===== config.mk =====
export PLATFORM = sky130hd
export DESIGN_NAME = sweeping_beam_pixel_shader
export DESIGN_NICKNAME = d
export VERILOG_FILES = /design/src/hw/rtl/sbps_pkg.sv /design/src/hw/rtl/sbps_geom.sv /design/src/hw/rtl/sbps_div.sv /design/src/hw/rtl/sbps_shade.sv /design/src/hw/rtl/sweeping_beam_pixel_shader.sv
export SDC_FILE = /design/constraint.sdc
export NUM_CORES = 2
export LEC_CHECK = 0
export CORE_MARGIN = 2
export CORE_UTILIZATION = 40
export DETAILED_ROUTE_END_ITERATION = 16
export DONT_BUFFER_PORTS = 1
export PLACE_DENSITY_LB_ADDON = 0.25
export SETUP_SLACK_MARGIN = 0.02
export SLEW_MARGIN = 20
export SYNTH_ARGS = -nofsm -noshare
export SYNTH_HDL_FRONTEND = slang
export SYNTH_SLANG_ARGS = --single-unit

===== constraint.sdc =====
create_clock -name clk -period 9.3 [get_ports clk]
set_input_delay 1.86 -clock clk [delete_from_list [all_inputs] [get_ports clk]]
set_output_delay 1.86 -clock clk [all_outputs]
set_load 0.1 [all_outputs]

===== src/hw/rtl/sbps_pkg.sv =====
// Shared types, constants and lookup functions for the sweeping beam pixel shader.
// Depends on nothing; all files in hw/rtl but sbps_checker import this package.
package sbps_pkg;

    // Panel size
    localparam int IMAGE_WIDTH  = 640;
    localparam int IMAGE_HEIGHT = 384;

    // Pipeline depth, split over the three datapath modules
    localparam int GEOM_STAGES  = 4;
    localparam int DIV_STAGES   = 7;
    localparam int SHADE_STAGES = 3;
    localparam int PIPE_STAGES  = GEOM_STAGES + DIV_STAGES + SHADE_STAGES;

    // Configuration register indexes
    localparam logic [1:0] REG_HOUR   = 2'd0;
    localparam logic [1:0] REG_MINUTE = 2'd1;

    // Cycles to hold input off after a register write, while the angle recomputes
    localparam logic [1:0] SETTLE_CYCLES = 2'd3;

    // Geometry result handed to the divider
    typedef struct packed {
        logic       inb;    // inside the cone
        logic [5:0] off;    // absolute offset across the axis
        logic [5:0] lim;    // cone half width at this projection
        logic [6:0] reach;  // along*100/230
        logic [6:0] near;   // (70-along)*100/70 near the hub, else 0
    } geom_t;

    // Side data that travels through the divider
    typedef struct packed {
        logic       inb;
        logic [6:0] reach;
        logic [6:0] near;
    } side_t;

    // Divider result handed to the shading stages
    typedef struct packed {
        logic       inb;
        logic [6:0] edge_q;
        logic [6:0] reach;
        logic [6:0] near;
    } divres_t;

    // Quarter-wave table, scaled by 1024, used as given
    function automatic logic [9:0] quarter_wave(input logic [5:0] idx);
        logic [9:0] v;
        case (idx)
            6'd0:  v = 10'd0;   6'd1:  v = 10'd25;  6'd2:  v = 10'd50;  6'd3:  v = 10'd75;
            6'd4:  v = 10'd100; 6'd5:  v = 10'd125; 6'd6:  v = 10'd150; 6'd7:  v = 10'd175;
            6'd8:  v = 10'd199; 6'd9:  v = 10'd224; 6'd10: v = 10'd248; 6'd11: v = 10'd272;
            6'd12: v = 10'd296; 6'd13: v = 10'd320; 6'd14: v = 10'd343; 6'd15: v = 10'd366;
            6'd16: v = 10'd389; 6'd17: v = 10'd412; 6'd18: v = 10'd434; 6'd19: v = 10'd456;
            6'd20: v = 10'd477; 6'd21: v = 10'd499; 6'd22: v = 10'd519; 6'd23: v = 10'd540;
            6'd24: v = 10'd560; 6'd25: v = 10'd579; 6'd26: v = 10'd598; 6'd27: v = 10'd616;
            6'd28: v = 10'd634; 6'd29: v = 10'd651; 6'd30: v = 10'd668; 6'd31: v = 10'd684;
            6'd32: v = 10'd700; 6'd33: v = 10'd715; 6'd34: v = 10'd730; 6'd35: v = 10'd744;
            6'd36: v = 10'd757; 6'd37: v = 10'd770; 6'd38: v = 10'd782; 6'd39: v = 10'd793;
            6'd40: v = 10'd804; 6'd41: v = 10'd814; 6'd42: v = 10'd824; 6'd43: v = 10'd833;
            6'd44: v = 10'd841; 6'd45: v = 10'd848; 6'd46: v = 10'd855; 6'd47: v = 10'd861;
            6'd48: v = 10'd866; 6'd49: v = 10'd871; 6'd50: v = 10'd875; 6'd51: v = 10'd878;
            6'd52: v = 10'd881; 6'd53: v = 10'd883; 6'd54: v = 10'd884; 6'd55: v = 10'd885;
            6'd56: v = 10'd885; 6'd57: v = 10'd884; 6'd58: v = 10'd883; 6'd59: v = 10'd881;
            6'd60: v = 10'd878; 6'd61: v = 10'd875; 6'd62: v = 10'd871; 6'd63: v = 10'd866;
            default: v = 10'd0;
        endcase
        return v;
    endfunction

    // Sine over 256 steps per turn, built from the quarter wave
    function automatic logic signed [10:0] wave_sin(input logic [7:0] step);
        logic [9:0] mag;
        mag = step[6] ? quarter_wave(~step[5:0]) : quarter_wave(step[5:0]);
        return step[7] ? -$signed({1'b0, mag}) : $signed({1'b0, mag});
    endfunction

endpackage


===== src/hw/rtl/sbps_geom.sv =====
// Geometry stages: hub offsets, rotation products, projection, cone test and
// falloff ratios. Depends on sbps_pkg.
module sbps_geom (
    input  logic                                   clk,
    input  logic [sbps_pkg::GEOM_STAGES-1:0]       en,
    input  logic [9:0]                             pixel_x,
    input  logic [8:0]                             pixel_y,
    input  logic signed [10:0]                     ax,
    input  logic signed [10:0]                     ay,
    output sbps_pkg::geom_t                        geom
);
    import sbps_pkg::*;

    logic                offp_reg;
    logic signed [10:0]  dx_reg;
    logic signed [9:0]   dy_reg;
    logic                offq_reg;
    logic signed [21:0]  pxa_reg, pya_reg, pxy_reg, pyx_reg;
    logic                offr_reg;
    logic signed [12:0]  along_reg, across_reg;
    geom_t               geom_reg, geom_next;

    logic signed [22:0]  sum_a, sum_c;
    logic signed [22:0]  adj_a, adj_c;

    // Stage 1: off-panel check and offsets from the hub
    always_ff @(posedge clk)
    begin
        if (en[0])
        begin
            offp_reg <= (32'(pixel_x) >= IMAGE_WIDTH) || (32'(pixel_y) >= IMAGE_HEIGHT);
            dx_reg   <= $signed({1'b0, pixel_x}) - 11'sd262;
            dy_reg   <= $signed({1'b0, pixel_y}) - 10'sd116;
        end
    end

    // Stage 2: rotation products
    always_ff @(posedge clk)
    begin
        if (en[1])
        begin
            offq_reg <= offp_reg;
            pxa_reg  <= 22'(22'(dx_reg) * 22'(ax));
            pya_reg  <= 22'(22'(dy_reg) * 22'(ay));
            pxy_reg  <= 22'(22'(dx_reg) * 22'(ay));
            pyx_reg  <= 22'(22'(dy_reg) * 22'(ax));
        end
    end

    // Stage 3: sums, divided by 1024 toward zero
    always_comb
    begin
        sum_a = 23'(pxa_reg) + 23'(pya_reg);
        sum_c = 23'(pxy_reg) - 23'(pyx_reg);
        adj_a = sum_a + (sum_a < 0 ? 23'sd1023 : 23'sd0);
        adj_c = sum_c + (sum_c < 0 ? 23'sd1023 : 23'sd0);
    end

    always_ff @(posedge clk)
    begin
        if (en[2])
        begin
            offr_reg   <= offq_reg;
            along_reg  <= 13'(adj_a >>> 10);
            across_reg <= 13'(adj_c >>> 10);
        end
    end

    // Stage 4: cone test, half width and falloff ratios
    always_comb
    begin
        logic [7:0]  a8;
        logic [15:0] lim_w;
        logic [30:0] reach_w;
        logic [6:0]  nd;
        logic [26:0] near_w;
        logic [12:0] mag;
        logic        ok;
        a8      = along_reg[7:0];
        lim_w   = 16'(a8) * 16'd260;
        reach_w = 31'(a8) * 31'd7294500;
        nd      = 7'd70 - a8[6:0];
        near_w  = 27'(nd) * 27'd1498000;
        mag     = across_reg < 0 ? 13'(-across_reg) : 13'(across_reg);
        ok      = !offr_reg && (along_reg >= 13'sd22) && (along_reg <= 13'sd230);
        geom_next.lim   = lim_w[15:10];
        geom_next.inb   = ok && (mag <= 13'(lim_w[15:10]));
        geom_next.off   = mag[5:0];
        geom_next.reach = reach_w[30:24];
        geom_next.near  = (along_reg < 13'sd70) ? near_w[26:20] : 7'd0;
    end

    always_ff @(posedge clk)
    begin
        if (en[3])
        begin
            geom_reg <= geom_next;
        end
    end

    assign geom = geom_reg;

endmodule


===== src/hw/rtl/sbps_div.sv =====
// Pipelined restoring divider for the edge ratio off*100/lim, one quotient
// bit per stage. Depends on sbps_pkg.
module sbps_div (
    input  logic                                 clk,
    input  logic [sbps_pkg::DIV_STAGES-1:0]      en,
    input  sbps_pkg::geom_t                      geom,
    output sbps_pkg::divres_t                    res
);
    import sbps_pkg::*;

    logic [12:0] rem_reg [DIV_STAGES];
    logic [6:0]  q_reg   [DIV_STAGES];
    logic [5:0]  lim_reg [DIV_STAGES];
    side_t       side_reg[DIV_STAGES];

    logic [12:0] rem_in [DIV_STAGES];
    logic [6:0]  q_in   [DIV_STAGES];
    logic [5:0]  lim_in [DIV_STAGES];
    side_t       side_in[DIV_STAGES];

    genvar k;
    generate
        for (k = 0; k < DIV_STAGES; k++)
        begin : g_stage
            logic [12:0] lim_sh;
            // Pick up the previous stage, or the geometry for the first one
            if (k == 0)
            begin : g_first
                assign rem_in[k]        = 13'(geom.off) * 13'd100;
                assign q_in[k]          = '0;
                assign lim_in[k]        = geom.lim;
                assign side_in[k].inb   = geom.inb;
                assign side_in[k].reach = geom.reach;
                assign side_in[k].near  = geom.near;
            end
            else
            begin : g_next
                assign rem_in[k]  = rem_reg[k-1];
                assign q_in[k]    = q_reg[k-1];
                assign lim_in[k]  = lim_reg[k-1];
                assign side_in[k] = side_reg[k-1];
            end

            assign lim_sh = 13'(lim_in[k]) << (DIV_STAGES - 1 - k);

            // Trial subtract for one quotient bit
            always_ff @(posedge clk)
            begin
                if (en[k])
                begin
                    lim_reg[k]  <= lim_in[k];
                    side_reg[k] <= side_in[k];
                    if (rem_in[k] >= lim_sh)
                    begin
                        rem_reg[k] <= rem_in[k] - lim_sh;
                        q_reg[k]   <= q_in[k] | (7'd1 << (DIV_STAGES - 1 - k));
                    end
                    else
                    begin
                        rem_reg[k] <= rem_in[k];
                        q_reg[k]   <= q_in[k];
                    end
                end
            end
        end
    endgenerate

    assign res.inb    = side_reg[DIV_STAGES-1].inb;
    assign res.edge_q = q_reg[DIV_STAGES-1];
    assign res.reach  = side_reg[DIV_STAGES-1].reach;
    assign res.near   = side_reg[DIV_STAGES-1].near;

endmodule


===== src/hw/rtl/sbps_shade.sv =====
// Shading stages: squares of the three falloffs, scaling by 1/100, fade sum
// and grey level. Depends on sbps_pkg.
module sbps_shade (
    input  logic                                  clk,
    input  logic [sbps_pkg::SHADE_STAGES-1:0]     en,
    input  sbps_pkg::divres_t                     res,
    output logic                                  in_beam,
    output logic [3:0]                            grey_level
);
    import sbps_pkg::*;

    logic        inb1_reg, inb2_reg;
    logic [13:0] esq_reg, rsq_reg, nsq_reg;
    logic [6:0]  ed_reg, rd_reg, nd_reg;
    logic        beam_reg;
    logic [3:0]  grey_reg;

    logic [26:0] e_w, r_w, n_w;
    logic [8:0]  fade;
    logic [3:0]  level;

    // Stage 1: squares
    always_ff @(posedge clk)
    begin
        if (en[0])
        begin
            inb1_reg <= res.inb;
            esq_reg  <= 14'(res.edge_q) * 14'(res.edge_q);
            rsq_reg  <= 14'(res.reach) * 14'(res.reach);
            nsq_reg  <= 14'(res.near) * 14'(res.near);
        end
    end

    // Stage 2: divide each square by 100 through a reciprocal
    always_comb
    begin
        e_w = 27'(esq_reg) * 27'd10486;
        r_w = 27'(rsq_reg) * 27'd10486;
        n_w = 27'(nsq_reg) * 27'd10486;
    end

    always_ff @(posedge clk)
    begin
        if (en[1])
        begin
            inb2_reg <= inb1_reg;
            ed_reg   <= e_w[26:20];
            rd_reg   <= r_w[26:20];
            nd_reg   <= n_w[26:20];
        end
    end

    // Stage 3: fade sum, clamp and grey level
    always_comb
    begin
        fade = 9'(ed_reg) + 9'(rd_reg) + 9'(nd_reg);
        if (fade >= 9'd100)
            level = 4'd15;
        else if (fade >= 9'd50)
            level = 4'd14;
        else
            level = 4'd13;
    end

    always_ff @(posedge clk)
    begin
        if (en[2])
        begin
            beam_reg <= inb2_reg;
            grey_reg <= inb2_reg ? level : 4'd0;
        end
    end

    assign in_beam    = beam_reg;
    assign grey_level = grey_reg;

endmodule


===== src/hw/rtl/sweeping_beam_pixel_shader.sv =====
// Top level of the sweeping beam pixel shader: config registers, beam angle,
// pipeline valid tracking. Depends on sbps_pkg, sbps_geom, sbps_div, sbps_shade.
//
// Usage:
//   Pixel channel: in_valid/in_ready carry pixel_x and pixel_y; one transfer
//   per pixel. Result channel: out_valid/out_ready carry in_beam and
//   grey_level, one result per pixel, in order.
//   Config channel: cfg_valid/cfg_ready write hour (index 0) or minute
//   (index 1) from cfg_data; cfg_ready is always high.
//   Throughput: one pixel per clock unless the receiver stalls or a config
//   write settles. Each pixel passes 14 register stages: 4 geometry stages, a
//   7-stage pipelined divider for the edge ratio and 3 shading stages.
//   After a config write, in_ready stays low until the settle counter runs
//   out, while the beam angle and its sine and cosine registers recompute.
//   Reset clears all valid bits and both time registers to 0.
//   When the receiver stalls, the output holds; stages behind it keep
//   advancing into empty slots, so bubbles close up before in_ready drops.
module sweeping_beam_pixel_shader (
    input  logic       clk,
    input  logic       rst_n,
    input  logic       in_valid,
    output logic       in_ready,
    input  logic [9:0] pixel_x,
    input  logic [8:0] pixel_y,
    output logic       out_valid,
    input  logic       out_ready,
    output logic       in_beam,
    output logic [3:0] grey_level,
    input  logic       cfg_valid,
    output logic       cfg_ready,
    input  logic [1:0] cfg_index,
    input  logic [5:0] cfg_data
);
    import sbps_pkg::*;

    logic [4:0]              hour_reg;
    logic [5:0]              minute_reg;
    logic [7:0]              bearing_reg;
    logic signed [10:0]      ax_reg, ay_reg;
    logic [1:0]              settle_reg;
    logic [PIPE_STAGES-1:0]  valid_reg;
    logic [PIPE_STAGES-1:0]  en;

    logic [10:0]             minutes;
    logic [28:0]             bear_w;
    geom_t                   geom;
    divres_t                 dres;

    assign cfg_ready = 1'b1;

    // Config register writes; hold input off while the angle settles
    always_ff @(posedge clk or negedge rst_n)
    begin
        if (!rst_n)
        begin
            hour_reg   <= '0;
            minute_reg <= '0;
            settle_reg <= '0;
        end
        else if (cfg_valid)
        begin
            settle_reg <= SETTLE_CYCLES;
            unique case (cfg_index)
                REG_HOUR:   hour_reg   <= cfg_data[4:0];
                REG_MINUTE: minute_reg <= cfg_data;
                default:    ;
            endcase
        end
        else if (settle_reg != 2'd0)
        begin
            settle_reg <= settle_reg - 2'd1;
        end
    end

    // Bearing = minutes*256/1440 = minutes*8/45, by reciprocal multiply
    always_comb
    begin
        minutes = 11'(hour_reg) * 11'd60 + 11'(minute_reg);
        bear_w  = 29'({minutes, 3'b000}) * 29'd23302;
    end

    always_ff @(posedge clk)
    begin
        bearing_reg <= bear_w[27:20];
        ax_reg      <= wave_sin(bearing_reg + 8'd64);
        ay_reg      <= wave_sin(bearing_reg);
    end

    // Stage enables: a stage advances when empty or when the next one advances
    always_comb
    begin
        en[PIPE_STAGES-1] = !valid_reg[PIPE_STAGES-1] || out_ready;
        for (int i = PIPE_STAGES - 2; i >= 0; i--)
            en[i] = !valid_reg[i] || en[i+1];
    end

    assign in_ready = en[0] && (settle_reg == 2'd0);

    // Advance valid bits alongside the data
    always_ff @(posedge clk or negedge rst_n)
    begin
        if (!rst_n)
        begin
            valid_reg <= '0;
        end
        else
        begin
            if (en[0])
                valid_reg[0] <= in_valid && in_ready;
            for (int i = 1; i < PIPE_STAGES; i++)
                if (en[i])
                    valid_reg[i] <= valid_reg[i-1];
        end
    end

    assign out_valid = valid_reg[PIPE_STAGES-1];

    sbps_geom u_geom (
        .clk     (clk),
        .en      (en[GEOM_STAGES-1:0]),
        .pixel_x (pixel_x),
        .pixel_y (pixel_y),
        .ax      (ax_reg),
        .ay      (ay_reg),
        .geom    (geom)
    );

    sbps_div u_div (
        .clk  (clk),
        .en   (en[GEOM_STAGES+DIV_STAGES-1:GEOM_STAGES]),
        .geom (geom),
        .res  (dres)
    );

    sbps_shade u_shade (
        .clk        (clk),
        .en         (en[PIPE_STAGES-1:GEOM_STAGES+DIV_STAGES]),
        .res        (dres),
        .in_beam    (in_beam),
        .grey_level (grey_level)
    );

endmodule


* Word-level counts from Yosys, hierarchy flattened
Memories as Yosys holds them, arrays and structs flattened. A register that Yosys moved wholly into a read port is not among the register bits.
Cells that the tools add are included.
** Operators by class
- Equality and inequality tests :: 1
- $mul :: 16
- Add/sub/neg operators :: 22
- Bitwise gates (word level) :: 16
- Order comparisons :: 18
- Reductions and logical operators :: 41
- Multiplexer cells :: 81
** Operators by type and width (count)
- 13-bit two-way mux :: 8
- 14-bit by 13-bit multiplier with 26-bit output, second input constant :: 3
- 10-bit two-way mux :: 6
- 1-bit two-way mux :: 56
- 7-bit two-way mux :: 7
- 23-bit by 11-bit adder with 23-bit output :: 2
- 23-bit by 1-bit less-than comparator with 1-bit output, second input constant :: 2
- 11-bit by 11-bit multiplier with 22-bit output :: 2
- 10-bit by 11-bit multiplier with 21-bit output :: 2
- 7-bit by 7-bit multiplier with 14-bit output :: 3
- 8-bit by 21-bit multiplier with 29-bit output, second input constant :: 1
- 11-bit by 14-bit multiplier with 24-bit output, second input constant :: 1
- 22-bit by 21-bit adder with 23-bit output :: 1
- 7-bit by 17-bit multiplier with 23-bit output, second input constant :: 1
- 22-bit by 21-bit subtractor with 23-bit output :: 1
- 10-bit negator with 11-bit output :: 2
- 1-bit zero test :: 15
- 1-bit logical OR :: 15
- 8-bit by 7-bit multiplier with 14-bit output, second input constant :: 1
- 1-bit OR :: 14
- 13-bit by 10-bit >= comparator with 1-bit output :: 1
- 13-bit by 11-bit >= comparator with 1-bit output :: 1
- 13-bit by 12-bit >= comparator with 1-bit output :: 1
- 13-bit by 6-bit >= comparator with 1-bit output :: 1
- other kinds (38) :: 48
** Word-level totals
- Input bits :: 32
- Register bits :: 290
- RAM bits :: 287
- Word-level logic and storage cells :: 251
- Memories :: 8
- Memory bits (read-only) :: 2560
** Memory list
- (name not given) :: words 64, width 10, read ports 1, clocked after Yosys merged registers in 0, write ports 0, line sbps_pkg.sv:49 : case (idx)
- (name not given) :: words 64, width 10, read ports 1, clocked after Yosys merged registers in 0, write ports 0, line sbps_pkg.sv:49
- (name not given) :: words 64, width 10, read ports 1, clocked after Yosys merged registers in 0, write ports 0, line sbps_pkg.sv:49
- (name not given) :: words 64, width 10, read ports 1, clocked after Yosys merged registers in 1, write ports 0, line sbps_pkg.sv:49
- u_div.side_reg :: words 7, width 15, read ports 7, clocked after Yosys merged registers in 0, write ports 7, line sbps_div.sv:14 : side_t side_reg[DIV_STAGES];
- u_div.rem_reg :: words 7, width 13, read ports 6, clocked after Yosys merged registers in 0, write ports 7, line sbps_div.sv:11 : logic [12:0] rem_reg [DIV_STAGES];
- +2 memories

* Logic depth before layout (Yosys ltp)
- Word-level depth :: 17
- Gate-level depth with buffers :: 34

* Cells and area by module
From an unflattened synthesis, not the netlist that was laid out.
** Unflattened totals
- Cell total of the unflattened synthesis :: 6367
- Area total of the unflattened synthesis :: 64571.9 um2
** By module, submodules not included
- sbps_geom :: instances 1, area each 30483.0 um2, cells an instance 3173
- sbps_shade :: instances 1, area each 15697.6 um2, cells an instance 1585
- sbps_div :: instances 1, area each 10237.3 um2, cells an instance 681
- sweeping_beam_pixel_shader :: instances 1, area each 8154.1 um2, cells an instance 928

* Worst setup path before layout
No wires, ideal clock.
- Path kind :: register to register
- Start point :: register hour_reg[0]
- End point :: register (tool-made name)
- Stages on the path, launching flop included :: 35
- Setup slack :: 0.961 ns
- Path buffers :: 0
- Data required time :: 9.226 ns
- Arrival :: 8.264 ns
- Clock period less this slack :: 8.339 ns
- Path through :: dfrtp_1 fa_1 inv_1 fa_1 fa_1 inv_1 ha_1 o21ai_0 nand2b_1 nand3_1 inv_1 nand3_1 xnor2_1 ha_1 inv_1 ha_1 inv_1 fa_1 fa_1 inv_1 fa_1 ha_1 a21o_1 a21o_1 a21oi_1 o221a_2 o21ba_2 xor2_1 inv_1 ha_1 a221oi_1 o21ai_0 a2111oi_0 o211ai_1 a31oi_1
** RTL lines
- start, declared :: line sweeping_beam_pixel_shader.sv:36 : logic [4:0] hour_reg;
- start signal, assigned :: line sweeping_beam_pixel_shader.sv:64 : REG_HOUR: hour_reg <= cfg_data[4:0];

==> impl_results.md <==
- CTS clk-pin slew, worst paths: roughly 60 ps
- Post-Synthesis Cells: around 6000
- Crit Path Category: reg -> reg
- Final ANT Viol Nets: 0
- Max Fclk: between 100 and 150 MHz
- NumNets Final: a little under 8000
- Dpl ws: 680.3 ps
- Filler cells: around 15000
- Wl on met1: 56960 um
- Outcome: completed
- Largest net degree at the start of global routing: between 60 and 70
- Synth unique cells: just under 90
- Vias/cell: 4.965
- Number of synthesized flops with an enable pin: ~470
- Final Cycle Share: 91.95%
- Most used cell, CP: inv_1
- Met3 wire len: about 3700 um
- Delay of the slowest critical-path stage: between 500 and 600 ps
- Total CTS buffers: 66
- Final setup TNS: 0 ps
- Cell accounting for the most synthesized area: fa_1
- Total Routed Length: 126100 um
- CP max FO: 6
- Drt pass-1 iters: 6
- Synthesis Warnings: 0
- Antenna violations before repair: 1
- CTS tree: yes
- Max_slew headroom: a little over a quarter
- H-tree depth: 3
- Commonest cells in the netlist: 1152 x inv_1, 908 x ha_1, 769 x fa_1, 465 x edfxtp_1, 364 x nand2_1
- Tmin final: between 8000 and 9000 ps
- Clock Latency Late Sink: 680 ps
- GRT Total Usage: 16.59%
- Metal2 WL: approximately 63000 um
- Netlist Area Pre-Place: between 60000 and 70000 um2
- Mean post-synth cell area: 10.38 um2
- Area contributors post-synth: fa_1 25%, edfxtp_1 22%, ha_1 18%
- DR top layer: met4
- GP Congestion: between 0.8 and 0.9
- Vias in the first global route: roughly 42000
- Final Skew: between 40 and 50 ps
- Max clock buf depth: 3
- I/O pin count: 40
- Area after DPL: 64680 um2
- Input/output buffers: 0
- Max Cap Viol: 0
- Post-route cell area: about 67000 um2
- Storage element area: approximately 15000 um2
- Async S/R FF share, synth: 5.075%
- Root Driver: clkbuf_16
- Max-slew violations: 0
- Sequential area share after synthesis: 24.81%
- Row cnt: about 140
- Share of cells above drive strength 1: roughly 3.7%
- Post-route DRC: 0
- Max reg flops: about 110
- Post-route setup slack: between 700 and 800 ps
- Number of setup violations in the final report: 0
- DP Wirelength: between 90000 and 100000 um
- Post-CTS Setup Bufs: 0
- Worst Tran Pin Value: around 1100 ps
- Wire length per cell: about 16 um
- Die height: about 400 um
- Die area: around 160000 um2
- Hold/Removal Path Class: reg -> reg
- First-pass GRT wire length: between 200000 and 250000 um
- Final Hold Viols: 0
- RSZ-0062 raised after global routing: false
- Yosys reg bits: roughly 530
- CP Capture Type: flop
- Most used DFF post-synth: edfxtp_1
- Initial core utilization: 40.35%
- Final global-route overflow total: 0
- CP max-delay cell: fa_1
- Routed vias: approximately 40000
- Synth top area share: about 25%
- Initial drt markers: 1888
- Area of the core: between 150000 and 200000 um2
- Most common cell in the netlist: inv_1
- Worst endpoint data arrival time: approximately 9000 ps
- Worst setup SP type: flop
- Area delta synth->final: 7.889%
- Area of the multi-input gates: around 42000 um2
- WP data required: 9890 ps
- Die W: between 300 and 400 um
- CTS sink count: 532
layer usage:
metal / GRT usage, % / up-vias
met2: 29.50 / 513
met5: 0 / -
met4: 3.834 / 0
met1: 21.50 / 19870
met3: 1.955 / 141
li1: - / 19560
worst max-delay path: cells and delay by family (launching register included):
family                     cells  cell delay (ps)
DFF                            1              430
AOI/OAI and AO/OA             14             2870
adders and majority gates     10             3850
buffers and inverters          6              430
and+or+nand+nor                1              160
xor gates and xnor gates       3              720
through the flow:
| stage | hold WS (ps) | cells | utilization, % |
|---|---|---|---|
| final | 414.6 | 8074 | 43.54 |
| after CTS | 415.7 | 8073 | 43.53 |
| after detailed placement | 404.5 | 7951 | 41.94 |
| after floorplan | 400.3 | 6008 | - |
| after global routing | 420.1 | 8074 | 43.54 |
| after global placement | 400.5 | 7951 | 41.94 |
final cells by class:
| cell class | instances | share of cell area [%] |
|---|---|---|
| Multi-Input combinational cell | 4160 | 62.40 |
| Sequential cell | 532 | 23.00 |
| Inverter | 1157 | 6.468 |
| Tap cell | 2044 | 3.809 |
| Clock buffer | 74 | 2.596 |
| Clock inverter | 48 | 1.049 |
| Timing Repair Buffer | 58 | 0.6783 |
| Antenna cell | 1 | 0.003727 |
final timing paths:
check	from	end	slack, ps	cells after the start
setup / recovery	hour_reg[0]$_DFFE_PN0P_	flop	750	34
hold / removal	u_div.q_reg[0][13]$_DFFE_PP_	u_div.q_reg[0][20]$_DFFE_PP_	410	0
setup reg to reg	hour_reg[0]$_DFFE_PN0P_	flop	750	34
hold reg to reg	u_div.q_reg[0][13]$_DFFE_PP_	u_div.q_reg[0][20]$_DFFE_PP_	410	0
max in group asynchronous	rst_n	valid_reg[9]$_DFFE_PN0P_	8310	0
min in group asynchronous	rst_n	settle_reg[0]$_DFFE_PN0P_	880	0
logic make-up (layout without fill, tap and decap cells):
kind of cell    count (synthesis)  in the layout  share of synthesized area [%]
compound gates                774            774                          7.919
xor+xnor                      360            360                          5.097
fa+ha+maj                    1677           1677                          42.99
buf+inv                      1316           1337                          7.992
flops                         532            532                          24.81
mux                            32             32                         0.6071
other cells                     2             14                        0.01207
simple gates                 1304           1304                          10.57
placed cells by master (no fill, tap or decap), types with 13 or more instances in the layout:
master and n:
nor2b_1 52, a31oi_1 28, nor2_1 244, o21ai_0 162
clkbuf_16 67, nor4_1 15, nand2b_1 98, o21bai_1 30
a21oi_1 236, a211oi_1 31, dfxtp_1 39, xnor2_1 259
nor3_1 65, ha_1 908, inv_1 1152, nand3_1 67
a21o_1 79, and2_1 285, dfrtp_1 27, edfxtp_1 465
and3_1 23, nand4_1 26, nand2_1 363, o211ai_1 29
mux2i_1 13, conb_1 13, fa_1 769, bufinv_16 13
o31ai_1 20, o21a_1 33, buf_4 57, mux2_2 16
xor2_1 98
what timing repair did:
| item | 4_1_cts | 5_1_grt |
|---|---|---|
| gates resized for setup | 0 | 1 |
| hold buffers | 0 | 0 |
| setup endpoints to repair | 0 | 1 |
Power is left out: the tool's default activity adds up to more than one toggle a clock period on the data nets, which glitch-free logic cannot reach.
